==> config.mk <==
export PLATFORM = sky130hd
export DESIGN_NAME = dotted_identifier_path_parser_unit
export DESIGN_NICKNAME = d
export VERILOG_FILES = /design/src/dipp_pkg.sv /design/src/dipp_step.sv /design/src/dotted_identifier_path_parser_unit.sv
export SDC_FILE = /design/constraint.sdc
export NUM_CORES = 1
export LEC_CHECK = 0
export BUFFER_PORTS_ARGS = -buffer_cell sky130_fd_sc_hd__buf_4
export CAP_MARGIN = 20
export CORE_AREA = 2 2 166 168
export DETAILED_ROUTE_END_ITERATION = 10
export DIE_AREA = 0 0 168 170
export PLACE_DENSITY_LB_ADDON = 0.15
export SYNTH_ARGS = -nofsm -noshare
export SYNTH_HDL_FRONTEND = slang
export SYNTH_HIERARCHICAL = 1
export SYNTH_SLANG_ARGS = --single-unit
==> constraint.sdc <==
create_clock -name clk -period 2.4 [get_ports clk]
set_input_delay 0.12 -clock clk [delete_from_list [all_inputs] [get_ports clk]]
set_output_delay 0.12 -clock clk [all_outputs]
set_load 0.1 [all_outputs]
==> src/dipp_pkg.sv <==
// shared types, status codes and character constants for the dotted path parser
// no dependencies; used by dipp_step and dotted_identifier_path_parser_unit
package dipp_pkg;

	localparam longint unsigned MAX_PATH_LENGTH = 64'd65535;

	localparam logic [3:0] ST_OK          = 4'd0;
	localparam logic [3:0] ST_EMPTY       = 4'd1;
	localparam logic [3:0] ST_LEAD_DOT    = 4'd2;
	localparam logic [3:0] ST_TRAIL_DOT   = 4'd3;
	localparam logic [3:0] ST_SLASH       = 4'd4;
	localparam logic [3:0] ST_MISPLACED_Q = 4'd5;
	localparam logic [3:0] ST_NO_DOT_Q    = 4'd6;
	localparam logic [3:0] ST_EMPTY_COMP  = 4'd7;
	localparam logic [3:0] ST_UNMATCHED_Q = 4'd8;
	localparam logic [3:0] ST_EMPTY_QUOTE = 4'd9;
	localparam logic [3:0] ST_BAD_CHAR    = 4'd10;
	localparam logic [3:0] ST_LEAD_DIGIT  = 4'd11;

	localparam logic [7:0] CH_BACKTICK  = 8'h60;
	localparam logic [7:0] CH_DOT       = 8'h2E;
	localparam logic [7:0] CH_UNDERSCORE = 8'h5F;
	localparam logic [7:0] CH_SLASH     = 8'h2F;
	localparam logic [7:0] CH_BACKSLASH = 8'h5C;

	typedef struct packed {
		logic        in_quotes;
		logic        at_start;
		logic        just_closed;
		logic        quoted_has_text;
		logic        in_first;
		logic        lead_digit;
		logic [3:0]  split_code;
		logic [15:0] split_pos;
		logic [7:0]  split_char;
		logic [3:0]  check_code;
		logic [7:0]  check_char;
		logic        first_dot;
	} state_t;

	typedef struct packed {
		logic [7:0]  byte_out;
		logic        keep;
		logic        component_end;
		logic        done_res;
		logic [3:0]  status;
		logic [15:0] error_position;
		logic [7:0]  bad_char;
	} res_t;

	function automatic state_t state_reset();
		state_t s;
		s = '0;
		s.at_start = 1'b1;
		s.in_first = 1'b1;
		return s;
	endfunction

endpackage

==> src/dipp_step.sv <==
// per-beat scan logic: next parser state and result for one path byte
// depends on dipp_pkg
module dipp_step #(
	parameter longint unsigned MAX_PATH_LENGTH = dipp_pkg::MAX_PATH_LENGTH,
	localparam int unsigned ERR_POS_CAP =
		(MAX_PATH_LENGTH < 64'd65535) ? 32'(MAX_PATH_LENGTH) : 32'd65535,
	localparam int unsigned POS_W = $clog2(ERR_POS_CAP + 2)
) (
	input  logic [7:0]         byte_in,
	input  logic               is_last,
	input  logic               empty_path,
	input  dipp_pkg::state_t   st,
	input  logic [POS_W-1:0]   pos,
	output dipp_pkg::state_t   st_next,
	output logic [POS_W-1:0]   pos_next,
	output dipp_pkg::res_t     res
);

	function automatic logic is_digit(logic [7:0] c);
		return (c >= 8'h30) && (c <= 8'h39);
	endfunction

	function automatic logic is_word(logic [7:0] c);
		return is_digit(c) || ((c >= 8'h41) && (c <= 8'h5A)) ||
			((c >= 8'h61) && (c <= 8'h7A)) || (c == dipp_pkg::CH_UNDERSCORE);
	endfunction

	function automatic dipp_pkg::state_t set_split(dipp_pkg::state_t s, logic [3:0] code,
			logic [15:0] p, logic [7:0] ch);
		dipp_pkg::state_t r;
		r = s;
		if (r.split_code == dipp_pkg::ST_OK) begin
			r.split_code = code;
			r.split_pos  = p;
			r.split_char = ch;
		end
		return r;
	endfunction

	function automatic dipp_pkg::state_t set_check(dipp_pkg::state_t s, logic [3:0] code,
			logic [7:0] ch);
		dipp_pkg::state_t r;
		r = s;
		if (r.check_code == dipp_pkg::ST_OK) begin
			r.check_code = code;
			r.check_char = ch;
		end
		return r;
	endfunction

	function automatic dipp_pkg::state_t finish_comp(dipp_pkg::state_t s);
		dipp_pkg::state_t r;
		r = s;
		if (r.in_first && r.lead_digit && (r.check_code == dipp_pkg::ST_OK))
			r.check_code = dipp_pkg::ST_LEAD_DIGIT;
		r.lead_digit      = 1'b0;
		r.in_first        = 1'b0;
		r.quoted_has_text = 1'b0;
		return r;
	endfunction

	dipp_pkg::state_t w;
	logic [15:0]      idx_cap;
	logic [15:0]      idx_prev;
	logic             unmatched;

	assign idx_cap  = (pos > POS_W'(ERR_POS_CAP)) ? 16'(ERR_POS_CAP) : 16'(pos);
	assign idx_prev = 16'(pos - POS_W'(1));

	always_comb begin
		w         = st;
		unmatched = 1'b0;
		res       = '0;
		res.byte_out = byte_in;
		pos_next  = (pos <= POS_W'(ERR_POS_CAP)) ? pos + POS_W'(1) : pos;

		if ((pos == '0) && (byte_in == dipp_pkg::CH_DOT))
			w.first_dot = 1'b1;

		if (w.just_closed) begin
			w.just_closed = 1'b0;
			if (byte_in != dipp_pkg::CH_DOT)
				w = set_split(w, dipp_pkg::ST_NO_DOT_Q, idx_prev, 8'd0);
		end
		if (((byte_in == dipp_pkg::CH_SLASH) || (byte_in == dipp_pkg::CH_BACKSLASH)) &&
				!w.in_quotes)
			w = set_split(w, dipp_pkg::ST_SLASH, idx_cap, byte_in);

		if (byte_in == dipp_pkg::CH_BACKTICK) begin
			if (!w.in_quotes) begin
				if (!w.at_start) begin
					w = set_split(w, dipp_pkg::ST_MISPLACED_Q, idx_cap, 8'd0);
				end else begin
					w.in_quotes       = 1'b1;
					w.quoted_has_text = 1'b0;
				end
			end else begin
				w.in_quotes   = 1'b0;
				w.just_closed = 1'b1;
				if (!w.quoted_has_text)
					w = set_check(w, dipp_pkg::ST_EMPTY_QUOTE, 8'd0);
			end
			w.at_start = 1'b0;
		end else if ((byte_in == dipp_pkg::CH_DOT) && !w.in_quotes) begin
			if (w.at_start) begin
				w = set_split(w, dipp_pkg::ST_EMPTY_COMP, idx_cap, 8'd0);
			end else begin
				w = finish_comp(w);
				w.at_start = 1'b1;
			end
			res.component_end = 1'b1;
		end else begin
			res.keep = 1'b1;
			if (w.in_quotes) begin
				w.quoted_has_text = 1'b1;
			end else begin
				if (w.at_start && w.in_first && is_digit(byte_in)) begin
					w.lead_digit = 1'b1;
					if (w.check_code == dipp_pkg::ST_OK)
						w.check_char = byte_in;
				end
				if (!is_word(byte_in))
					w = set_check(w, dipp_pkg::ST_BAD_CHAR, byte_in);
			end
			w.at_start = 1'b0;
		end

		st_next = w;

		if (is_last) begin
			unmatched = w.in_quotes;
			if (w.in_first)
				w = finish_comp(w);
			res.component_end = 1'b1;
			res.done_res      = 1'b1;
			if (w.first_dot) begin
				res.status = dipp_pkg::ST_LEAD_DOT;
			end else if (byte_in == dipp_pkg::CH_DOT) begin
				res.status = dipp_pkg::ST_TRAIL_DOT;
			end else if (w.split_code != dipp_pkg::ST_OK) begin
				res.status         = w.split_code;
				res.error_position = w.split_pos;
				res.bad_char       = w.split_char;
			end else if (unmatched) begin
				res.status = dipp_pkg::ST_UNMATCHED_Q;
			end else if (w.check_code != dipp_pkg::ST_OK) begin
				res.status   = w.check_code;
				res.bad_char = w.check_char;
			end
			st_next  = dipp_pkg::state_reset();
			pos_next = '0;
		end

		if (empty_path) begin
			res          = '0;
			res.done_res = 1'b1;
			res.status   = dipp_pkg::ST_EMPTY;
			st_next      = dipp_pkg::state_reset();
			pos_next     = '0;
		end
	end

endmodule

==> src/dotted_identifier_path_parser_unit.sv <==
// channel    | handshake            | payload
// in         | in_valid / in_ready  | byte_in, is_last, empty_path
// out        | out_valid / out_ready| byte_out, keep, component_end, done_res,
//            |                      | status, error_position, bad_char
// one beat per cycle sustained while out_ready holds; each beat passes through the input register
// and the scan logic, then sits in the result register until taken
// the parser state updates as a beat moves from input to result register
// reset clears the valid bits and parser state; payload registers are not reset
// a stalled result register holds the input register, which keeps taking a beat
// while empty; depends on dipp_pkg and dipp_step
module dotted_identifier_path_parser_unit #(
	parameter longint unsigned MAX_PATH_LENGTH = dipp_pkg::MAX_PATH_LENGTH
) (
	input  logic        clk,
	input  logic        arst_n,
	input  logic        in_valid,
	output logic        in_ready,
	input  logic [7:0]  byte_in,
	input  logic        is_last,
	input  logic        empty_path,
	output logic        out_valid,
	input  logic        out_ready,
	output logic [7:0]  byte_out,
	output logic        keep,
	output logic        component_end,
	output logic        done_res,
	output logic [3:0]  status,
	output logic [15:0] error_position,
	output logic [7:0]  bad_char
);

	localparam int unsigned ERR_POS_CAP =
		(MAX_PATH_LENGTH < 64'd65535) ? 32'(MAX_PATH_LENGTH) : 32'd65535;
	localparam int unsigned POS_W = $clog2(ERR_POS_CAP + 2);

	logic             valid_s1;
	logic [7:0]       byte_s1;
	logic             last_s1;
	logic             empty_s1;
	logic             valid_s2;
	dipp_pkg::res_t   res_s2;
	dipp_pkg::res_t   res_d;
	dipp_pkg::state_t state_q;
	dipp_pkg::state_t state_d;
	logic [POS_W-1:0] pos_q;
	logic [POS_W-1:0] pos_d;
	logic             load_s2;
	logic             accept;

	assign load_s2  = valid_s1 && (!valid_s2 || out_ready);
	assign in_ready = !valid_s1 || load_s2;
	assign accept   = in_valid && in_ready;

	dipp_step #(
		.MAX_PATH_LENGTH(MAX_PATH_LENGTH)
	) u_step (
		.byte_in   (byte_s1),
		.is_last   (last_s1),
		.empty_path(empty_s1),
		.st        (state_q),
		.pos       (pos_q),
		.st_next   (state_d),
		.pos_next  (pos_d),
		.res       (res_d)
	);

	always_ff @(posedge clk or negedge arst_n) begin
		if (!arst_n) begin
			valid_s1 <= 1'b0;
			valid_s2 <= 1'b0;
			state_q  <= dipp_pkg::state_reset();
			pos_q    <= '0;
		end else begin
			if (accept)
				valid_s1 <= 1'b1;
			else if (load_s2)
				valid_s1 <= 1'b0;
			if (load_s2)
				valid_s2 <= 1'b1;
			else if (out_ready)
				valid_s2 <= 1'b0;
			if (load_s2) begin
				state_q <= state_d;
				pos_q   <= pos_d;
			end
		end
	end

	always_ff @(posedge clk) begin
		if (accept) begin
			byte_s1  <= byte_in;
			last_s1  <= is_last;
			empty_s1 <= empty_path;
		end
		if (load_s2)
			res_s2 <= res_d;
	end

	assign out_valid      = valid_s2;
	assign byte_out       = res_s2.byte_out;
	assign keep           = res_s2.keep;
	assign component_end  = res_s2.component_end;
	assign done_res       = res_s2.done_res;
	assign status         = res_s2.status;
	assign error_position = res_s2.error_position;
	assign bad_char       = res_s2.bad_char;

`ifndef SYNTH
	a_status_only_done: assert property (@(posedge clk) disable iff (!arst_n)
		valid_s2 |-> (res_s2.status == dipp_pkg::ST_OK || res_s2.done_res))
		else $error("status reported on a beat that is not last");

	a_epos_split_only: assert property (@(posedge clk) disable iff (!arst_n)
		(valid_s2 && res_s2.error_position != 16'd0) |->
		(res_s2.status == dipp_pkg::ST_SLASH || res_s2.status == dipp_pkg::ST_MISPLACED_Q ||
		res_s2.status == dipp_pkg::ST_NO_DOT_Q || res_s2.status == dipp_pkg::ST_EMPTY_COMP))
		else $error("error position set without a split error");

	a_state_cleared_at_end: assert property (@(posedge clk) disable iff (!arst_n)
		(load_s2 && (last_s1 || empty_s1)) |=> (pos_q == '0 && state_q.at_start))
		else $error("parser state not cleared after end of path");

	a_pos_bounded: assert property (@(posedge clk) disable iff (!arst_n)
		pos_q <= POS_W'(ERR_POS_CAP + 1))
		else $error("position counter ran past its cap");

	a_stall_holds_s1: assert property (@(posedge clk) disable iff (!arst_n)
		!in_ready |-> (valid_s1 && valid_s2 && !out_ready))
		else $error("input stalled without a blocked result");
`endif

endmodule
**Word-level counts from Yosys, hierarchy flattened**

Index checks and enable logic that the tools add are counted.

- $add $sub $neg: 2
- Order comparisons: 8
- Equal/unequal tests: 6
- Multiplexer cells: 54
- Bitwise gates (word level): 2
- Reductions and logical operators: 40

Operators with widths:

| kind | number |
|---|---|
| two-way mux 47 bit | 5 |
| two-way mux 41 bit | 5 |
| two-way mux 28 bit | 4 |
| two-way mux 44 bit | 2 |
| two-way mux 17 bit | 3 |
| two-way mux 24 bit | 2 |
| two-way mux 42 bit | 1 |
| two-way mux 8 bit | 5 |
| two-way mux 16 bit | 2 |
| two-way mux 30 bit | 1 |
| two-way mux 4 bit | 7 |
| two-way mux 13 bit | 2 |
| equality test 8 x 7 -> 1 bit, second input constant | 3 |
| two-way mux 12 bit | 2 |
| logical NOT 4 bit | 5 |
| adder 17 x 1 -> 17 bit, second input constant | 1 |
| > comparator 17 x 16 -> 1 bit, second input constant | 1 |
| less-or-equal comparator 17 x 16 -> 1 bit, second input constant | 1 |
| logical NOT 17 bit | 1 |
| equality test 8 x 6 -> 1 bit, second input constant | 2 |
| greater-or-equal comparator 8 x 7 -> 1 bit, second input constant | 2 |
| less-or-equal comparator 8 x 7 -> 1 bit, second input constant | 2 |
| subtractor 16 x 1 -> 16 bit, second input constant | 1 |
| logical AND 1 bit | 14 |
| other kinds (15) | 38 |

- Register bits after elaboration: 115
- Input bits: 14
- Output and inout port bits: 41
- Logic and storage cells: 139

**Depth between registers and ports, before layout**

Gate-level depths: netlist of the first run.

- Word-level depth: 28
- Gate-level depth with buffers: 11
- Depth with buffers taken out: 10

**Cells and area by module**

The synthesis of the first run kept the hierarchy.

Modules (own cells, without submodules):

| module | times used | cells each | area each (µm²) | seq. area each (µm²) |
|---|---|---|---|---|
| dotted_identifier_path_parser_unit | 1 | 193 | 4167.7 | 3125.5 |
| dipp_step | 1 | 426 | 2429.8 | 0.0 |

**Worst setup path before layout of the first run**

No wires, ideal clock.

- Kind: register to register
- From: reg valid_s2, in the netlist out_valid
- To: reg byte_s1[0], enable pin
- Data arrival time: 2.600 ns
- Data required time: 2.108 ns
- Path slack: -0.492 ns
- Stages on the path, launching flop included: 3
- Clock period less this slack: 2.892 ns
- Path through: dfrtp_1 nand3b_1 and2_1

- Cells in the longest elaborated chain, start to end: 5

RTL lines:

| what | RTL line | text |
|---|---|---|
| start: declaration | dotted_identifier_path_parser_unit.sv:40 | `logic valid_s2;` |
| start signal: assignment | dotted_identifier_path_parser_unit.sv:70 | `valid_s2 <= 1'b0;` |
| start signal: assignment | dotted_identifier_path_parser_unit.sv:79 | `valid_s2 <= 1'b1;` |
| start signal: assignment | dotted_identifier_path_parser_unit.sv:81 | `valid_s2 <= 1'b0;` |
| logical NOT 1 bit | dotted_identifier_path_parser_unit.sv:50 | `assign load_s2 = valid_s1 && (!valid_s2 \|\| out_ready);` |
| logical OR 1 bit | dotted_identifier_path_parser_unit.sv:50 |  |
| logical AND 1 bit | dotted_identifier_path_parser_unit.sv:50 |  |
| logical OR 1 bit | dotted_identifier_path_parser_unit.sv:51 | `assign in_ready = !valid_s1 \|\| load_s2;` |
| net in_ready | dotted_identifier_path_parser_unit.sv:17 | `output logic in_ready,` |
| logical AND 1 bit | dotted_identifier_path_parser_unit.sv:52 | `assign accept = in_valid && in_ready;` |
| net accept | dotted_identifier_path_parser_unit.sv:48 | `logic accept;` |
| end signal: assignment | dotted_identifier_path_parser_unit.sv:91 | `byte_s1 <= byte_in;` |
| end: declaration | dotted_identifier_path_parser_unit.sv:37 | `logic [7:0] byte_s1;` |

The timed path passes the listed nets, and every way through them passes these cells.
A chain may end at the register's enable or synchronous reset.

==> results of run 1 <==
layer usage:
| layer | track usage (%) | vias up | routed length, um |
|---|---|---|---|
| li1 | - | 2702 | - |
| met1 | 21.0 | 2871 | 10200 |
| met4 | 4.84 | 0 | 269 |
| met5 | 0 | - | 0 |
| met3 | 2.70 | 14 | 692 |
| met2 | 24.6 | 98 | 10200 |
worst paths after layout:
path	startpoint	to	slack, ps	cells past startpoint
worst max-delay path	byte_s1[2]$_DFFE_PP_	state_q[26]$_DFFE_PN0P_	-170	9
worst min-delay path	arst_n	state_q[32]$_DFFE_PN0P_	220	2
worst max register to register	byte_s1[2]$_DFFE_PP_	state_q[26]$_DFFE_PN0P_	-170	9
worst min register to register	state_q[27]$_DFFE_PN0P_	state_q[27]$_DFFE_PN0P_	510	1
max in group asynchronous	arst_n	pos_q[0]$_DFFE_PN0P_	1570	3
min in group clk	byte_in[5]	byte_s1[5]$_DFFE_PP_	400	2
stage by stage:
stage | cell area, um^2 | setup TNS (ps) | std cells | hold slack, ps
after detailed placement | 8370 | -8180 | 1109 | 161
after global routing | 10300 | -10500 | 1185 | 281
after floorplan | 6640 | -606 | 619 | -176
final | 10300 | -5480 | 1185 | 225
after CTS | 9910 | -4470 | 1174 | 254
after global placement | 8370 | -6630 | 1109 | 148
layout by cell type (no fill, tap or decap), types with 11 or more instances in the layout:
master / instances
edfxtp_1: 49
nand2_1: 34
nand4_1: 11
nor3_1: 14
buf_4: 188
nand3_1: 12
nor2_2: 16
clkbuf_16: 18
buf_6: 23
mux2_4: 58
a21oi_2: 11
dfrtp_1: 63
o21ai_0: 13
nor2_1: 70
dlygate4sd3_1: 13
cells by family after synthesis:
family / synth area share [%]
fa+ha+maj: 0.759
xor+xnor: 1.46
mux: 14.2
simple gates: 19.2
flops: 47.4
compound gates: 12.7
buf+inv: 4.36
sequential cells by signal, summed over array words and instances (netlist names), 4 cells and up:
register / cells
byte_s1: 8
state_q: 47
pos_q: 17
status: 4
bad_char: 8
byte_out: 8
error_position: 16
power by group through the flow:
stage	Sequential (uW)	Combinational (uW)	Clock (uW)
global placement	2260	1310	0
finish	2230	1580	2750
global route	2240	1670	2890
detailed placement	2260	1310	0
floorplan	2620	517	0
CTS	2230	1500	2810
layout make-up:
cell class              instances  area, um^2
fillers                      2594       16400
flip-flops and latches        115        3130
inverters                       8        30.0
multi-input cells             452        3980
clock buffers                  21         482
repair buffers                237        2070
clock inverters                11         149
well taps                     341         427
worst reg2reg max path, stage by stage, from the launching register on:
cell       delay (ps)
edfxtp_1          450
or4b_4            580
buf_6             140
o22ai_4           170
and4_4            350
o21ai_4           120
o21a_1            150
o2bb2ai_2         160
nor2_1             60
mux2_4            280
repair_timing:
action / CTS / global route
hold buffers: 13 / 0
gates cloned: 3 / 0
setup buffers: 17 / 13
endpoints found under the hold margin: 46 / 0
gates resized for setup: 122 / 65
setup endpoints to repair: 58 / 68
pin swaps: 52 / 52
==> reports/results.txt, run 1 <==
Clk sink count = 115
Clock Skew = 16.6 ps
Antenna cells = 0
Top-count cell post-synth = nor2_1
Pre-CTS setup slack = -354 ps
NetSw = 2030 uW
Final Hold Fails = 0
Failing checks = setup timing
Max rail drop VDD = 0.467 mV
Site Rows = 60
WP data required = 2700 ps
FF+latch count, synth = 115
Die height = 170 um
Core Area = 26700 um^2
Max frequency = 389 MHz
Final slew viol count = 0
First-pass GRT wire length = 33800 um
Drt first-iter violations = 328
Synth Flop Type = dfrtp_1
Cts bufs inserted = 17
Fin nets = 849
Synth unique cells = 69
Final worst setup slack = -173 ps
Setup violations, final = 54
Synth top area share = 24.3%
Port Buffers = 54
Clock Power Share = 41.9%
Htree depth = 4
Critical path arrival = 2880 ps
CTS tree = yes
Drt wl/cell = 18.0 um
Final min period = 2570 ps
Post-Route WL = 21300 um
Overall global routing resource usage = 15.3%
GPL Wtd Cong = 0.823
DP Wirelength = 14200 um
Die Wd = 168 um
Cell taking the most area after synthesis = dfrtp_1
Slowest CP cell = or4b_4
Crit Path Class = register to register
Clk slew on worst S/H paths = 60 ps
Worst Hold Class = input pin to async pin
Fraction of registers with async set/reset = 57.4%
Worst Tran Pin Value = 571 ps
Syn nets = 637
Share of cells above drive strength 1 = 53.7%
Gate power share = 24.2%
Largest net degree at the start of global routing = 61
Initial Util = 24.8%
Worst-path maximum fanout = 5
EDFF count, synth = 49
Period utilization = 107%
Sw frac = 30.9%
Die area = 28600 um^2
Post-synthesis cell count = 619
Maximum Capacitance Violations = 0
Largest cells by area after synthesis = dfrtp_1, edfxtp_1, mux2_4, nor2_1, mux2_1
Vias per inst = 4.80
Worst skew pair latency = 430 ps
Clock root cell = clkbuf_16
Initial antenna violation count = 0
Buf+Inv Stages, Crit Path = 1
Pwr dens = 639 nW/um^2
Number of global-route vias before repair = 5912
Pre-antenna DRT Iters = 4
IO Pins = 55
Outcome = finished, violations left
Critical Path, Cell by Cell = or4b_4 -> buf_6 -> o22ai_4 -> and4_4 -> o21ai_4 -> o21a_1 -> o2bb2ai_2 -> nor2_1 -> mux2_4
Drt drc = 0
Ys Warns = 6
CTS max path bufs = 2
Gr ovfl total = 0
Int Pwr = 4530 uW
Register share of total power = 34.0%
LEAKAGE = 0.00427 uW
Final Util = 38.5%
Post-synthesis sequential area ratio = 47.4%
DRT antenna net count = 0
Worst setup EP type = register
Syn Std Cell Area = 6600 um^2
Vias = 5685
Power, Total = 6560 uW
Slew HR = 61.9%
Syn Area/Cell = 10.7 um^2
Slowest cell delay on critical path = 580 ps
Area delta synth->final = 55.6%
RSZ-0062 raised after global routing = true
Startpoint types = register
Cell family with most CP delay = simple AND/OR/NAND/NOR gates
Commonest cells in the netlist = nor2_1, dfrtp_1, edfxtp_1, mux2_4, nand2_1
Note: power is estimated with default switching activity, not from simulation.
==> inputs of run 2 (changes only) <==
Settings changed: CORE_AREA 2 2 166 168 to 2 2 135 137, CTS_CLUSTER_SIZE from default to 25, DIE_AREA 0 0 168 170 to 0 0 137 139, SKIP_LAST_GASP from default to 1.
==> run 2 against run 1 <==
  * The run still ends with setup timing left
  * Utilization grew 20 points
  * Largest cell class unchanged
  * Die area fell by 33%
  * First-iteration DRC count is 75% higher
  * Worst hold slack improved by 53 ps
  * Largest power group unchanged
  * Clock-buffer cell count is 2 higher
  * Routed wire length rose by 0.14%
==> reports/results.txt, run 2 (synthesis gave the netlist of run 1 again) <==
Outcome = finished, violations left
Failing checks = setup timing
Maximum Capacitance Violations = 0 (unchanged)
Critical Path, Cell by Cell = or4b_4 -> o22ai_4 -> and4_4 -> o21ai_4 -> a21boi_2 -> o22ai_2 -> nor2_1 -> mux2_4
Worst Hold Class = input pin to async pin
Worst Tran Pin Value = 664 ps (+93.2 ps)
Slowest CP cell = or4b_4
Pwr dens = 643 nW/um^2 (+0.62%)
Setup violations, final = 61 (+13%)
Clk slew on worst S/H paths = 60 ps (about the same)
Drt wl/cell = 19.6 um (+8.9%)
Max frequency = 388 MHz (-0.21%)
Commonest non-fill, non-tap cells in the layout = buf_4, nor2_1, dfrtp_1, mux2_4, edfxtp_1
Die area = 19000 um^2 (-33%)
Worst setup EP type = register
CTS max path bufs = 2 (unchanged)
Area delta synth->final = 57.6%
DRT antenna net count = 0 (unchanged)
Drt drc = 0 (unchanged)
Overall global routing resource usage = 22.6% (+7.3 points)
Max FFs per register = 47 (unchanged)
GR Layer Usage met2 = 35.9% (+11 points)
Period utilization = 107% (+0.22 points)
Vias per inst = 5.46 (+14%)
Drt first-iter violations = 574 (+75%)
LEAKAGE = 0.00441 uW (+3.2%)
Initial Util = 37.4% (+13 points)
Fin nets = 866 (+2.0%)
Max rail drop VDD = 0.506 mV (+8.5%)
Final min period = 2580 ps (+5.35 ps)
Core Area = 17700 um^2 (-34%)
Biggest register = state_q
Reg2reg path depth = 8 (-1)
Worst skew pair latency = 420 ps (about the same)
Die Wd = 137 um (-18%)
Worst Setup EP = state_q[24]$_DFFE_PN0P_
Slowest cell delay on critical path = 620 ps (+40 ps)
Clock root cell = clkbuf_16
Final worst setup slack = -178 ps (-5.35 ps)
Total negative slack = -6040 ps (-566 ps)
Slew HR = 55.7% (-6.2 points)
Largest net degree at the start of global routing = 61 (unchanged)
First-pass GRT wire length = 33000 um (-2.3%)
Clk sink count = 115 (unchanged)
R2R setup slack = -180 ps (about the same)
CTS tree = yes
Crit Reg-Reg Endpoint = state_q[24]$_DFFE_PN0P_
Port Buffers = 54 (unchanged)
Site Rows = 49 (-18%)
Buf+Inv Stages, Crit Path = 0 (-1)
Final hold slack = 278 ps (+53.2 ps)
Antenna cells = 0 (unchanged)
Cts bufs inserted = 17 (unchanged)
Number of global-route vias before repair = 6034 (+2.1%)
Post-Route WL = 21300 um (+0.14%)
RSZ-0062 raised after global routing = true
Vias = 5948 (+4.6%)
Crit Path Class = register to register
Gr ovfl total = 0 (unchanged)
Htree depth = 4 (unchanged)
Critical path arrival = 2870 ps (about the same)
Die height = 139 um (-18%)
IO Pins = 55 (unchanged)
GRT met1 Usage = 30.7% (+9.7 points)
Met3 usage = 4.35% (+1.7 points)
GPL Wtd Cong = 0.875 (+6.3%)
Reg2reg start = byte_s1[2]$_DFFE_PP_
Commonest non-fill, non-tap cell in the layout = buf_4
Initial antenna violation count = 0 (unchanged)
GR peak layer = met2
Clock Skew = 10.2 ps (-6.40 ps)
Crit path from = byte_s1[2]$_DFFE_PP_
Cell family with most CP delay = simple AND/OR/NAND/NOR gates
Share of cells above drive strength 1 = 54.9% (+1.3 points)
Crit path depth = 8 (-1)
DP Wirelength = 13300 um (-6.2%)
Final Hold Fails = 0 (unchanged)
Worst-path maximum fanout = 5 (unchanged)
Final Util = 58.9% (+20 points)
Final slew viol count = 0 (unchanged)
WP data required = 2690 ps (about the same)
Startpoint types = register
Pre-antenna DRT Iters = 5 (+1)
==> run 2: worst min-delay path by stage <==
stage,end,cells after the start
final,pos_q[13]$_DFFE_PN0P_,2
after global routing,state_q[23]$_DFFE_PN0P_,2
after CTS,pos_q[13]$_DFFE_PN0P_,2
after detailed placement,state_q[32]$_DFFE_PN0P_,1
after global placement,state_q[32]$_DFFE_PN0P_,1
after floorplan,out_valid$_DFFE_PN0P_,0
==> run 2: power by group <==
part	leakage (uW)	internal (uW)	switching (uW)
combinational	0.00271	638	1010
sequential	0.00139	2170	58.8
clock	0.000315	1900	908
==> run 2: per-stage QoR <==
| stage | total power, uW | setup slack [ps] | cells | area, um^2 |
|---|---|---|---|---|
| 2_1_floorplan | 3140 | -76.2 | 619 | 6640 |
| 3_3_place_gp | 3570 | -279 | 997 | 8230 |
| 3_5_place_dp | 3580 | -296 | 997 | 8230 |
| 4_1_cts | 6620 | -165 | 1071 | 9920 |
| 5_1_grt | 6890 | -253 | 1090 | 10400 |
| 6_report | 6680 | -178 | 1090 | 10400 |
==> run 2: cell type report <==
type / count / area [um^2]
Tap cell: 229 / 287
Fill cell: 1416 / 7260
Clock inverter: 9 / 178
Sequential cell: 115 / 3130
Timing Repair Buffer: 254 / 2230
Inverter: 8 / 30.0
Multi-Input combinational cell: 452 / 4080
Clock buffer: 23 / 468
==> run 2: worst reg2reg max path, cell delays in order (launching register included) <==
cell	delay (ps)
edfxtp_1	500
or4b_4	620
o22ai_4	200
and4_4	350
o21ai_4	130
a21boi_2	200
o22ai_2	110
nor2_1	70
mux2_4	270
==> run 2: timing repair <==
item,in CTS,in global routing
gates cloned,4,0
hold endpoints to repair,53,0
hold buffers,13,0
gates resized for setup,139,73
endpoints found under the setup margin,62,65
pin swaps,71,73
buffers inserted,26,20
==> run 2: metal layers <==
layer / wire, um / share of wire [%]
met2: 10300 / 48
met4: 472 / 2.2
met5: 0 / 0
met1: 9580 / 45
met3: 981 / 4.6
